<file path="config.mk">
export PLATFORM = sky130hd
export DESIGN_NAME = sensor_change_report_filter_flat
export DESIGN_NICKNAME = d
export VERILOG_FILES = /design/src/hdl/scrf_pkg.sv /design/src/hdl/scrf_in_if.sv /design/src/hdl/scrf_out_if.sv /design/src/hdl/scrf_cfg_if.sv /design/src/hdl/scrf_eval.sv /design/src/hdl/sensor_change_report_filter.sv /design/src/flat_wrapper.sv
export SDC_FILE = /design/constraint.sdc
export NUM_CORES = 2
export LEC_CHECK = 0
export BUFFER_PORTS_ARGS = -buffer_cell sky130_fd_sc_hd__buf_2
export CORE_MARGIN = 4
export CORE_UTILIZATION = 50
export CTS_BUF_LIST = sky130_fd_sc_hd__clkbuf_8
export CTS_CLUSTER_SIZE = 8
export DETAILED_ROUTE_END_ITERATION = 10
export HOLD_SLACK_MARGIN = 0.12
export PLACE_DENSITY_LB_ADDON = 0.12
export SLEW_MARGIN = 20
export SYNTH_ARGS = -nofsm -noshare
export SYNTH_HDL_FRONTEND = slang
export SYNTH_HIERARCHICAL = 1
export SYNTH_SLANG_ARGS = --single-unit
export TNS_END_PERCENT = 5
</file>
<file path="constraint.sdc">
create_clock -name i_clk -period 7.2 [get_ports i_clk]
set_input_delay 1.08 -clock i_clk [delete_from_list [all_inputs] [get_ports i_clk]]
set_output_delay 1.08 -clock i_clk [all_outputs]
set_load 0.02 [all_outputs]
</file>
<file path="src/hdl/scrf_pkg.sv">
// shared types and constants for the sensor change report filter
`default_nettype none

package scrf_pkg;

    localparam int CFG_IDX_W  = 3;
    localparam int CFG_DATA_W = 32;
    localparam int REPORT_W   = 5;

    // operation codes
    localparam logic [1:0] OP_EVAL   = 2'd0;
    localparam logic [1:0] OP_COMMIT = 2'd1;
    localparam logic [1:0] OP_FORCE  = 2'd2;

    // register indexes
    localparam logic [CFG_IDX_W-1:0] REG_MAX_INTERVAL   = 3'd0;
    localparam logic [CFG_IDX_W-1:0] REG_TEMP_DELTA     = 3'd1;
    localparam logic [CFG_IDX_W-1:0] REG_HUMIDITY_DELTA = 3'd2;
    localparam logic [CFG_IDX_W-1:0] REG_PRESSURE_DELTA = 3'd3;
    localparam logic [CFG_IDX_W-1:0] REG_GAS_DELTA      = 3'd4;

    // report mask bits
    localparam int RPT_TEMP     = 0;
    localparam int RPT_HUMIDITY = 1;
    localparam int RPT_PRESSURE = 2;
    localparam int RPT_BATTERY  = 3;
    localparam int RPT_TAG      = 4;
    localparam logic [REPORT_W-1:0] ALL_REPORTS = 5'b11111;

    // valid mask bits
    localparam int VLD_CLIMATE  = 0;
    localparam int VLD_PRESSURE = 1;
    localparam int VLD_BATTERY  = 2;
    localparam int VLD_GAS      = 3;

    typedef struct packed {
        logic [1:0]          operation;
        logic [31:0]         timestamp;
        logic [3:0]          valid_mask;
        logic signed [15:0]  temperature;
        logic [15:0]         humidity;
        logic signed [31:0]  pressure;
        logic [7:0]          battery;
        logic [31:0]         gas;
        logic [39:0]         status_word;
        logic [63:0]         event_counts;
        logic [REPORT_W-1:0] commit_mask;
    } t_in_item;

    typedef struct packed {
        logic [REPORT_W-1:0] report_mask;
    } t_out_item;

    typedef struct packed {
        logic [CFG_IDX_W-1:0]  index;
        logic [CFG_DATA_W-1:0] value;
    } t_cfg_beat;

    typedef struct packed {
        logic [31:0] max_interval;
        logic [15:0] temp_delta;
        logic [15:0] humidity_delta;
        logic [31:0] pressure_delta;
        logic [31:0] gas_delta;
    } t_cfg;

    typedef struct packed {
        logic               valid;
        logic [31:0]        last_time;
        logic signed [15:0] temperature;
        logic [15:0]        humidity;
        logic signed [31:0] pressure;
        logic [7:0]         battery;
        logic [39:0]        status_word;
        logic [63:0]        event_counts;
        logic [31:0]        gas;
    } t_base;

endpackage

`default_nettype wire

</file>
<file path="src/hdl/scrf_in_if.sv">
// sample input channel
`default_nettype none

interface scrf_in_if;
    logic              valid;
    logic              ready;
    scrf_pkg::t_in_item data;

    modport source (output valid, output data, input ready);
    modport sink   (input valid, input data, output ready);
endinterface

`default_nettype wire

</file>
<file path="src/hdl/scrf_out_if.sv">
// report result channel
`default_nettype none

interface scrf_out_if;
    logic               valid;
    logic               ready;
    scrf_pkg::t_out_item data;

    modport source (output valid, output data, input ready);
    modport sink   (input valid, input data, output ready);
endinterface

`default_nettype wire

</file>
<file path="src/hdl/scrf_cfg_if.sv">
// configuration write channel
`default_nettype none

interface scrf_cfg_if;
    logic               valid;
    logic               ready;
    scrf_pkg::t_cfg_beat data;

    modport source (output valid, output data, input ready);
    modport sink   (input valid, input data, output ready);
endinterface

`default_nettype wire

</file>
<file path="src/hdl/scrf_eval.sv">
// deadband and heartbeat compare of one sample against the held baselines
`default_nettype none

module scrf_eval (
    input  wire scrf_pkg::t_in_item             i_item,
    input  wire scrf_pkg::t_base                i_base,
    input  wire scrf_pkg::t_cfg                 i_cfg,
    output logic [scrf_pkg::REPORT_W-1:0]       o_mask
);

    logic [31:0]        elapsed;
    logic signed [16:0] temp_diff;
    logic signed [16:0] hum_diff;
    logic signed [32:0] pres_diff;
    logic signed [32:0] gas_diff;
    logic [16:0]        temp_abs;
    logic [16:0]        hum_abs;
    logic [32:0]        pres_abs;
    logic [32:0]        gas_abs;
    logic [scrf_pkg::REPORT_W-1:0] change;

    assign elapsed = i_item.timestamp - i_base.last_time;

    always_comb begin
        temp_diff = 17'(i_item.temperature) - 17'(i_base.temperature);
        hum_diff  = $signed({1'b0, i_item.humidity}) - $signed({1'b0, i_base.humidity});
        pres_diff = 33'(i_item.pressure) - 33'(i_base.pressure);
        gas_diff  = $signed({1'b0, i_item.gas}) - $signed({1'b0, i_base.gas});

        temp_abs = temp_diff[16] ? 17'(-temp_diff) : 17'(temp_diff);
        hum_abs  = hum_diff[16]  ? 17'(-hum_diff)  : 17'(hum_diff);
        pres_abs = pres_diff[32] ? 33'(-pres_diff) : 33'(pres_diff);
        gas_abs  = gas_diff[32]  ? 33'(-gas_diff)  : 33'(gas_diff);

        change = '0;
        if (i_item.valid_mask[scrf_pkg::VLD_CLIMATE]) begin
            change[scrf_pkg::RPT_TEMP]     = temp_abs >= {1'b0, i_cfg.temp_delta};
            change[scrf_pkg::RPT_HUMIDITY] = hum_abs >= {1'b0, i_cfg.humidity_delta};
        end
        change[scrf_pkg::RPT_PRESSURE] = i_item.valid_mask[scrf_pkg::VLD_PRESSURE]
                                         && (pres_abs >= {1'b0, i_cfg.pressure_delta});
        change[scrf_pkg::RPT_BATTERY]  = i_item.valid_mask[scrf_pkg::VLD_BATTERY]
                                         && (i_item.battery != i_base.battery);
        // gas check is off while its threshold is zero
        change[scrf_pkg::RPT_TAG] = (i_item.valid_mask[scrf_pkg::VLD_GAS]
                                     && (i_cfg.gas_delta != '0)
                                     && (gas_abs >= {1'b0, i_cfg.gas_delta}))
                                    || (i_item.status_word != i_base.status_word)
                                    || (i_item.event_counts != i_base.event_counts);

        if (!i_base.valid || (elapsed >= i_cfg.max_interval)) begin
            o_mask = scrf_pkg::ALL_REPORTS;
        end else begin
            o_mask = change;
        end
    end

endmodule

`default_nettype wire

</file>
<file path="src/hdl/sensor_change_report_filter.sv">
// top level: sample register, baseline state and report register
// an accepted beat is held in the sample register before its report is registered
// throughput: one beat per cycle, set by the single compare stage between the
// sample register and the report register; stalls only when the report waits
// reset (synchronous, active low) clears the thresholds, the interval,
// all baselines and the baseline valid flag; no clearing pass is needed
`default_nettype none

module sensor_change_report_filter (
    input  wire         i_clk,
    input  wire         i_rst_n,
    scrf_in_if.sink     i_in,
    scrf_out_if.source  o_out,
    scrf_cfg_if.sink    i_cfg
);

    scrf_pkg::t_cfg     r_cfg;
    scrf_pkg::t_cfg     n_cfg;
    scrf_pkg::t_base    r_base;
    scrf_pkg::t_base    n_base;
    scrf_pkg::t_in_item r_item;
    logic               r_item_valid;
    logic [scrf_pkg::REPORT_W-1:0] r_mask;
    logic [scrf_pkg::REPORT_W-1:0] n_mask;
    logic               r_out_valid;
    logic [scrf_pkg::REPORT_W-1:0] eval_mask;
    logic               advance;

    // the held item moves on whenever the report slot is free or being taken
    assign advance     = r_item_valid && (!r_out_valid || o_out.ready);
    assign i_in.ready  = !r_item_valid || advance;
    assign i_cfg.ready = 1'b1;

    assign o_out.valid            = r_out_valid;
    assign o_out.data.report_mask = r_mask;

    scrf_eval u_eval (
        .i_item (r_item),
        .i_base (r_base),
        .i_cfg  (r_cfg),
        .o_mask (eval_mask)
    );

    always_comb begin
        n_cfg = r_cfg;
        if (i_cfg.valid) begin
            case (i_cfg.data.index)
                scrf_pkg::REG_MAX_INTERVAL:   n_cfg.max_interval   = i_cfg.data.value;
                scrf_pkg::REG_TEMP_DELTA:     n_cfg.temp_delta     = i_cfg.data.value[15:0];
                scrf_pkg::REG_HUMIDITY_DELTA: n_cfg.humidity_delta = i_cfg.data.value[15:0];
                scrf_pkg::REG_PRESSURE_DELTA: n_cfg.pressure_delta = i_cfg.data.value;
                scrf_pkg::REG_GAS_DELTA:      n_cfg.gas_delta      = i_cfg.data.value;
                default: ;
            endcase
        end
    end

    always_comb begin
        n_base = r_base;
        n_mask = '0;
        case (r_item.operation)
            scrf_pkg::OP_EVAL: begin
                n_mask = eval_mask;
            end
            scrf_pkg::OP_COMMIT: begin
                if (r_item.commit_mask != '0) begin
                    if (r_item.commit_mask[scrf_pkg::RPT_TEMP])
                        n_base.temperature = r_item.temperature;
                    if (r_item.commit_mask[scrf_pkg::RPT_HUMIDITY])
                        n_base.humidity = r_item.humidity;
                    if (r_item.commit_mask[scrf_pkg::RPT_PRESSURE])
                        n_base.pressure = r_item.pressure;
                    if (r_item.commit_mask[scrf_pkg::RPT_BATTERY])
                        n_base.battery = r_item.battery;
                    if (r_item.commit_mask[scrf_pkg::RPT_TAG]) begin
                        n_base.status_word  = r_item.status_word;
                        n_base.event_counts = r_item.event_counts;
                        if (r_item.valid_mask[scrf_pkg::VLD_GAS])
                            n_base.gas = r_item.gas;
                    end
                    n_base.last_time = r_item.timestamp;
                    n_base.valid     = 1'b1;
                end
            end
            scrf_pkg::OP_FORCE: begin
                n_base.valid = 1'b0;
            end
            default: ;
        endcase
    end

    always_ff @(posedge i_clk) begin
        if (!i_rst_n) begin
            r_cfg        <= '0;
            r_base       <= '0;
            r_item_valid <= 1'b0;
            r_out_valid  <= 1'b0;
        end else begin
            r_cfg <= n_cfg;
            if (advance) begin
                r_base <= n_base;
            end
            if (i_in.valid && i_in.ready) begin
                r_item_valid <= 1'b1;
            end else if (advance) begin
                r_item_valid <= 1'b0;
            end
            if (advance) begin
                r_out_valid <= 1'b1;
            end else if (o_out.ready) begin
                r_out_valid <= 1'b0;
            end
        end
    end

    always_ff @(posedge i_clk) begin
        if (i_in.valid && i_in.ready) begin
            r_item <= i_in.data;
        end
        if (advance) begin
            r_mask <= n_mask;
        end
    end

`ifndef SYNTHESIS
    a_commit_sets_valid: assert property (@(posedge i_clk) disable iff (!i_rst_n)
        advance && (r_item.operation == scrf_pkg::OP_COMMIT) && (r_item.commit_mask != '0)
        |=> r_base.valid)
        else $error("commit did not mark the baseline valid");

    a_non_eval_zero: assert property (@(posedge i_clk) disable iff (!i_rst_n)
        advance && (r_item.operation != scrf_pkg::OP_EVAL)
        |=> (o_out.valid && (o_out.data.report_mask == '0)))
        else $error("commit or force beat gave a nonzero report");

    a_no_base_all: assert property (@(posedge i_clk) disable iff (!i_rst_n)
        advance && (r_item.operation == scrf_pkg::OP_EVAL) && !r_base.valid
        |=> (o_out.data.report_mask == scrf_pkg::ALL_REPORTS))
        else $error("evaluate without baseline did not report all");

    a_ready_when_empty: assert property (@(posedge i_clk) disable iff (!i_rst_n)
        !r_out_valid |-> i_in.ready)
        else $error("input stalled with an empty report slot");
`endif

endmodule

`default_nettype wire
</file>
<file path="src/flat_wrapper.sv">
// flat-port wrapper written by rule: the top's interface ports become plain ports
module sensor_change_report_filter_flat 
  (i_clk, i_rst_n, i_in_valid, i_in_data, i_in_ready, o_out_valid, o_out_data, o_out_ready, i_cfg_valid, i_cfg_data, i_cfg_ready);
  scrf_in_if i_in_i ();
  scrf_out_if o_out_i ();
  scrf_cfg_if i_cfg_i ();
  input  wire i_clk;
  input  wire i_rst_n;
  input wire logic [$bits(i_in_i.valid)-1:0] i_in_valid;
  input wire logic [$bits(i_in_i.data)-1:0] i_in_data;
  output wire logic [$bits(i_in_i.ready)-1:0] i_in_ready;
  output wire logic [$bits(o_out_i.valid)-1:0] o_out_valid;
  output wire logic [$bits(o_out_i.data)-1:0] o_out_data;
  input wire logic [$bits(o_out_i.ready)-1:0] o_out_ready;
  input wire logic [$bits(i_cfg_i.valid)-1:0] i_cfg_valid;
  input wire logic [$bits(i_cfg_i.data)-1:0] i_cfg_data;
  output wire logic [$bits(i_cfg_i.ready)-1:0] i_cfg_ready;
  assign i_in_i.valid = i_in_valid;
  assign i_in_i.data = i_in_data;
  assign i_in_ready = i_in_i.ready;
  assign o_out_valid = o_out_i.valid;
  assign o_out_data = o_out_i.data;
  assign o_out_i.ready = o_out_ready;
  assign i_cfg_i.valid = i_cfg_valid;
  assign i_cfg_i.data = i_cfg_data;
  assign i_cfg_ready = i_cfg_i.ready;
  sensor_change_report_filter u_core (.i_clk(i_clk), .i_rst_n(i_rst_n), .i_in(i_in_i), .o_out(o_out_i), .i_cfg(i_cfg_i));
endmodule
</file>
==> results.py <==
metrics = {
    "setup_path": {
        "crit_type": "flop to flop",
        "start_kind": "flop",
        "worstPathMaxFanout": 6,
        "critPathLaunch": "u_core/r_item[149]",
        "endpoint_kind": "flop",
        "reg2reg_from": "u_core/r_item[149]",
        "crit_arrival_ns": 6.74,
        "crit_slowest_cell": "nor3_1",
        "required_ns": 7.68,
        "crit_path_frequent_cell": "a21o_1",
        "reg2reg_depth": 26,
        "cpPeakStageDelay_ns": 0.45,
        "rr_endpoint": "u_core/o_out.data[2]",
        "endpoint": "u_core/o_out.data[2]",
        "rrSetupSlack_ns": 0.94,
    },
    "pwr": {
        "p_clk_share_pct": 38.0,
        "seq_power_share_pct": 45.0,
        "internal_power_w": 0.00626,
        "pwr_density_cell_nw_per_um2": 219,
        "combPwrFrac_pct": 17.0,
        "p_sw_share_pct": 28.1,
        "ir_drop_mv": 0.185,
        "switchingPower_w": 0.00245,
        "p_leak_nw": 14.9,
    },
    "finish": {
        "nets": 4760,
        "area_growth_pct": 12.4,
        "drive_above_1_share_pct": 11.8,
        "fillCellCount": 6547,
    },
    "timing": {
        "hold_viol": 0,
        "min_period_ns": 6.26,
        "clock-skew-final_ns": 0.0254,
        "worst_slack_ns": 0.939,
        "tns_ns": 0,
        "relSlewSlack_pct": 22.1,
        "maxSlewViolCount": 0,
        "worstMarginPinSlew_ns": 1.16,
        "setup_violations": 0,
        "hold_slack_ns": 0.451,
        "rsz0062_at_grt": "no",
        "fmax_mhz": 160,
        "fin_crit_sh_pct": 87.0,
    },
    "flow_run": {
        "maxCapViolCount": 0,
    },
    "die": {
        "coreArea_um2": 70100,
        "dieArea_um2": 75100,
        "die_y_um": 274,
        "io_pins": 299,
        "num_rows": 97,
        "fp.dieW_um": 274,
        "initial_core_util_pct": 50.5,
    },
    "yosys": {
        "synthTopCellsByArea": "edfxtp_1 22%, dfxtp_1 21%, ha_1 9.2%",
        "synth-seq-area-share_pct": 42.7,
        "syn_area_um2": 35400,
        "async_flop_share_pct": 0,
        "ys_types": 91,
        "yosysWarnings": 6,
        "yosysTopAreaCell": "edfxtp_1",
        "syn_avg_cell_area_um2": 8.96,
        "synth.top_cell.area_share_pct": 21.7,
        "synth_edf_count": 256,
        "syn-num-nets": 4507,
        "synthCells": 3952,
        "synth.most_common_cell": "nand2_1",
        "synth_ff_type": "dfxtp_1",
        "synth-seq-cells": 627,
        "synth_common_cells": "673 x nand2_1, 371 x dfxtp_1, 310 x inv_1",
    },
    "clock_network": {
        "root_buffer": "clkbuf_8",
        "cts_buffers": 107,
        "cts_hold_buf": 0,
        "clock-sinks": 627,
        "cts_max_level": 3,
        "clk_path_buf_depth": 3,
        "cts_tree": "done",
        "insertion_delay_ns": 0.73,
        "cts_resized": 0,
        "postCtsSetupRepairBufs": 0,
        "clkTransAtPathRegs_ns": 0.06,
    },
    "route": {
        "avgViaCountPerCell": 5.35,
        "drcViolationCount": 0,
        "wire_per_inst_um": 16.8,
        "num_vias": 28092,
        "drt_first_pass_iters": 5,
        "ant_nets": 0,
        "wirelength_um": 88300,
        "first_iter_violations": 2065,
    },
    "grt": {
        "grt_overflow": 0,
        "grt_pass1_vias": 25816,
        "grt_max_degree": 133,
        "antenna_found_initial": 18,
        "grt_pass1_wl_um": 138000,
        "grt_use_total_pct": 22.7,
    },
    "place": {
        "dp_hpwl_um": 65100,
        "gp_congestion": 0.890,
        "io_buffer_count": 297,
        "place_ws_ns": 1.02,
    },
    "status": {
        "outcome": "finished, final reports clean",
    },
    "worst_hold_path": {
        "hold_class": "flop to flop",
    },
}
-- cells in the final DEF, fill, tap and decap left out, drive strengths merged, types with 12 or more instances in the layout --
master	n
nand2	673
dfxtp	371
inv	359
buf	322
o21ai	287
ha	259
edfxtp	256
nand3	214
xnor2	204
a21boi	171
a21oi	147
clkbuf	134
nor2	129
a21o	85
xor2	85
nand4	68
nor3	40
mux2i	36
nor4	36
o31ai	28
nor2b	27
o21a	27
a211oi	27
and3	26
a31oi	25
and2	24
or3	23
nand2b	17
diode	16
o21bai	16
clkinv	12
-- worst min-delay path by stage --
stage                             from  cells after the start                  to  slack (ns)
detailed placement    u_core/r_base[9]                      2    u_core/r_base[9]        0.45
floorplan           u_core/r_base[209]                      2  u_core/r_base[209]        0.43
global placement      u_core/r_cfg[75]                      2    u_core/r_cfg[75]        0.44
finish                u_core/r_base[4]                      2    u_core/r_base[4]        0.45
CTS                     i_in_data[215]                      1  u_core/r_item[215]        0.43
global route            i_in_data[114]                      1  u_core/r_item[114]        0.46
-- worst max-delay path, delay by kind of cell, from the launching register on --
family / cells / cell delay, ns
xor gates and xnor gates: 2 / 0.38
and+or+nand+nor: 5 / 1.28
buffers and inverters: 2 / 0.14
AOI/OAI and AO/OA: 14 / 2.93
DFF: 1 / 0.39
adders and majority gates: 3 / 0.89
-- power groups by stage --
stage / clock [W] / sequential (W) / combinational [W]
floorplan: 0 / 0.00397 / 0.00108
global placement: 0 / 0.00399 / 0.00146
detailed placement: 0 / 0.00399 / 0.00147
CTS: 0.00343 / 0.00392 / 0.00148
global route: 0.00358 / 0.00393 / 0.00167
finish: 0.00331 / 0.00392 / 0.00148
-- cell type report --
cell class / instances / area [um^2] / area share, %
repair buffers: 322 / 1690 / 4.25
inverters: 310 / 1160 / 2.93
multi-input cells: 2837 / 18300 / 46.1
clock buffers: 134 / 1840 / 4.64
clock inverters: 65 / 408 / 1.03
flip-flops and latches: 627 / 15100 / 38.0
diodes: 16 / 40.0 / 0.101
well taps: 940 / 1180 / 2.96
-- metrics by stage --
stage	power (W)	utilization [%]	instance area [um^2]	std cells
2_1_floorplan	0.00505	-	35400	3952
3_3_place_gp	0.00544	53.4	37500	5035
3_5_place_dp	0.00545	53.4	37500	5035
4_1_cts	0.00882	56.6	39700	5234
5_1_grt	0.00918	56.7	39800	5243
6_report	0.00871	56.7	39800	5251
-- logic make-up (layout without fill, tap and decap cells) --
family,after synthesis,in the layout,share of synthesized area [%]
flip-flops,627,627,42.7
AND/OR/NAND/NOR,1328,1328,17.3
XOR/XNOR,289,289,7.15
adder cells (fa/ha/maj),264,264,9.44
buffers and inverters,488,831,5.52
multiplexers,37,37,1.05
AO/OA/AOI/OAI,918,918,16.8
other,1,17,0.0106
-- state kept, by name (all words and copies together), names as in the netlist --
signal and cells:
u_core/r_base 241, u_core/o_out.data 5, u_core/r_item 251, u_core/r_cfg 128, u_core/r_item_valid 1, u_core/o_out.valid 1
-- metal layers --
metal | vias up | GRT usage [%] | wire length (um)
li1 | 14364 | - | -
met1 | 12917 | 33.7 | 43400
met2 | 672 | 34.0 | 37500
met3 | 131 | 4.05 | 5350
met4 | 8 | 6.43 | 1910
met5 | - | 0 | 47
Power figures use the tool's default switching activity.
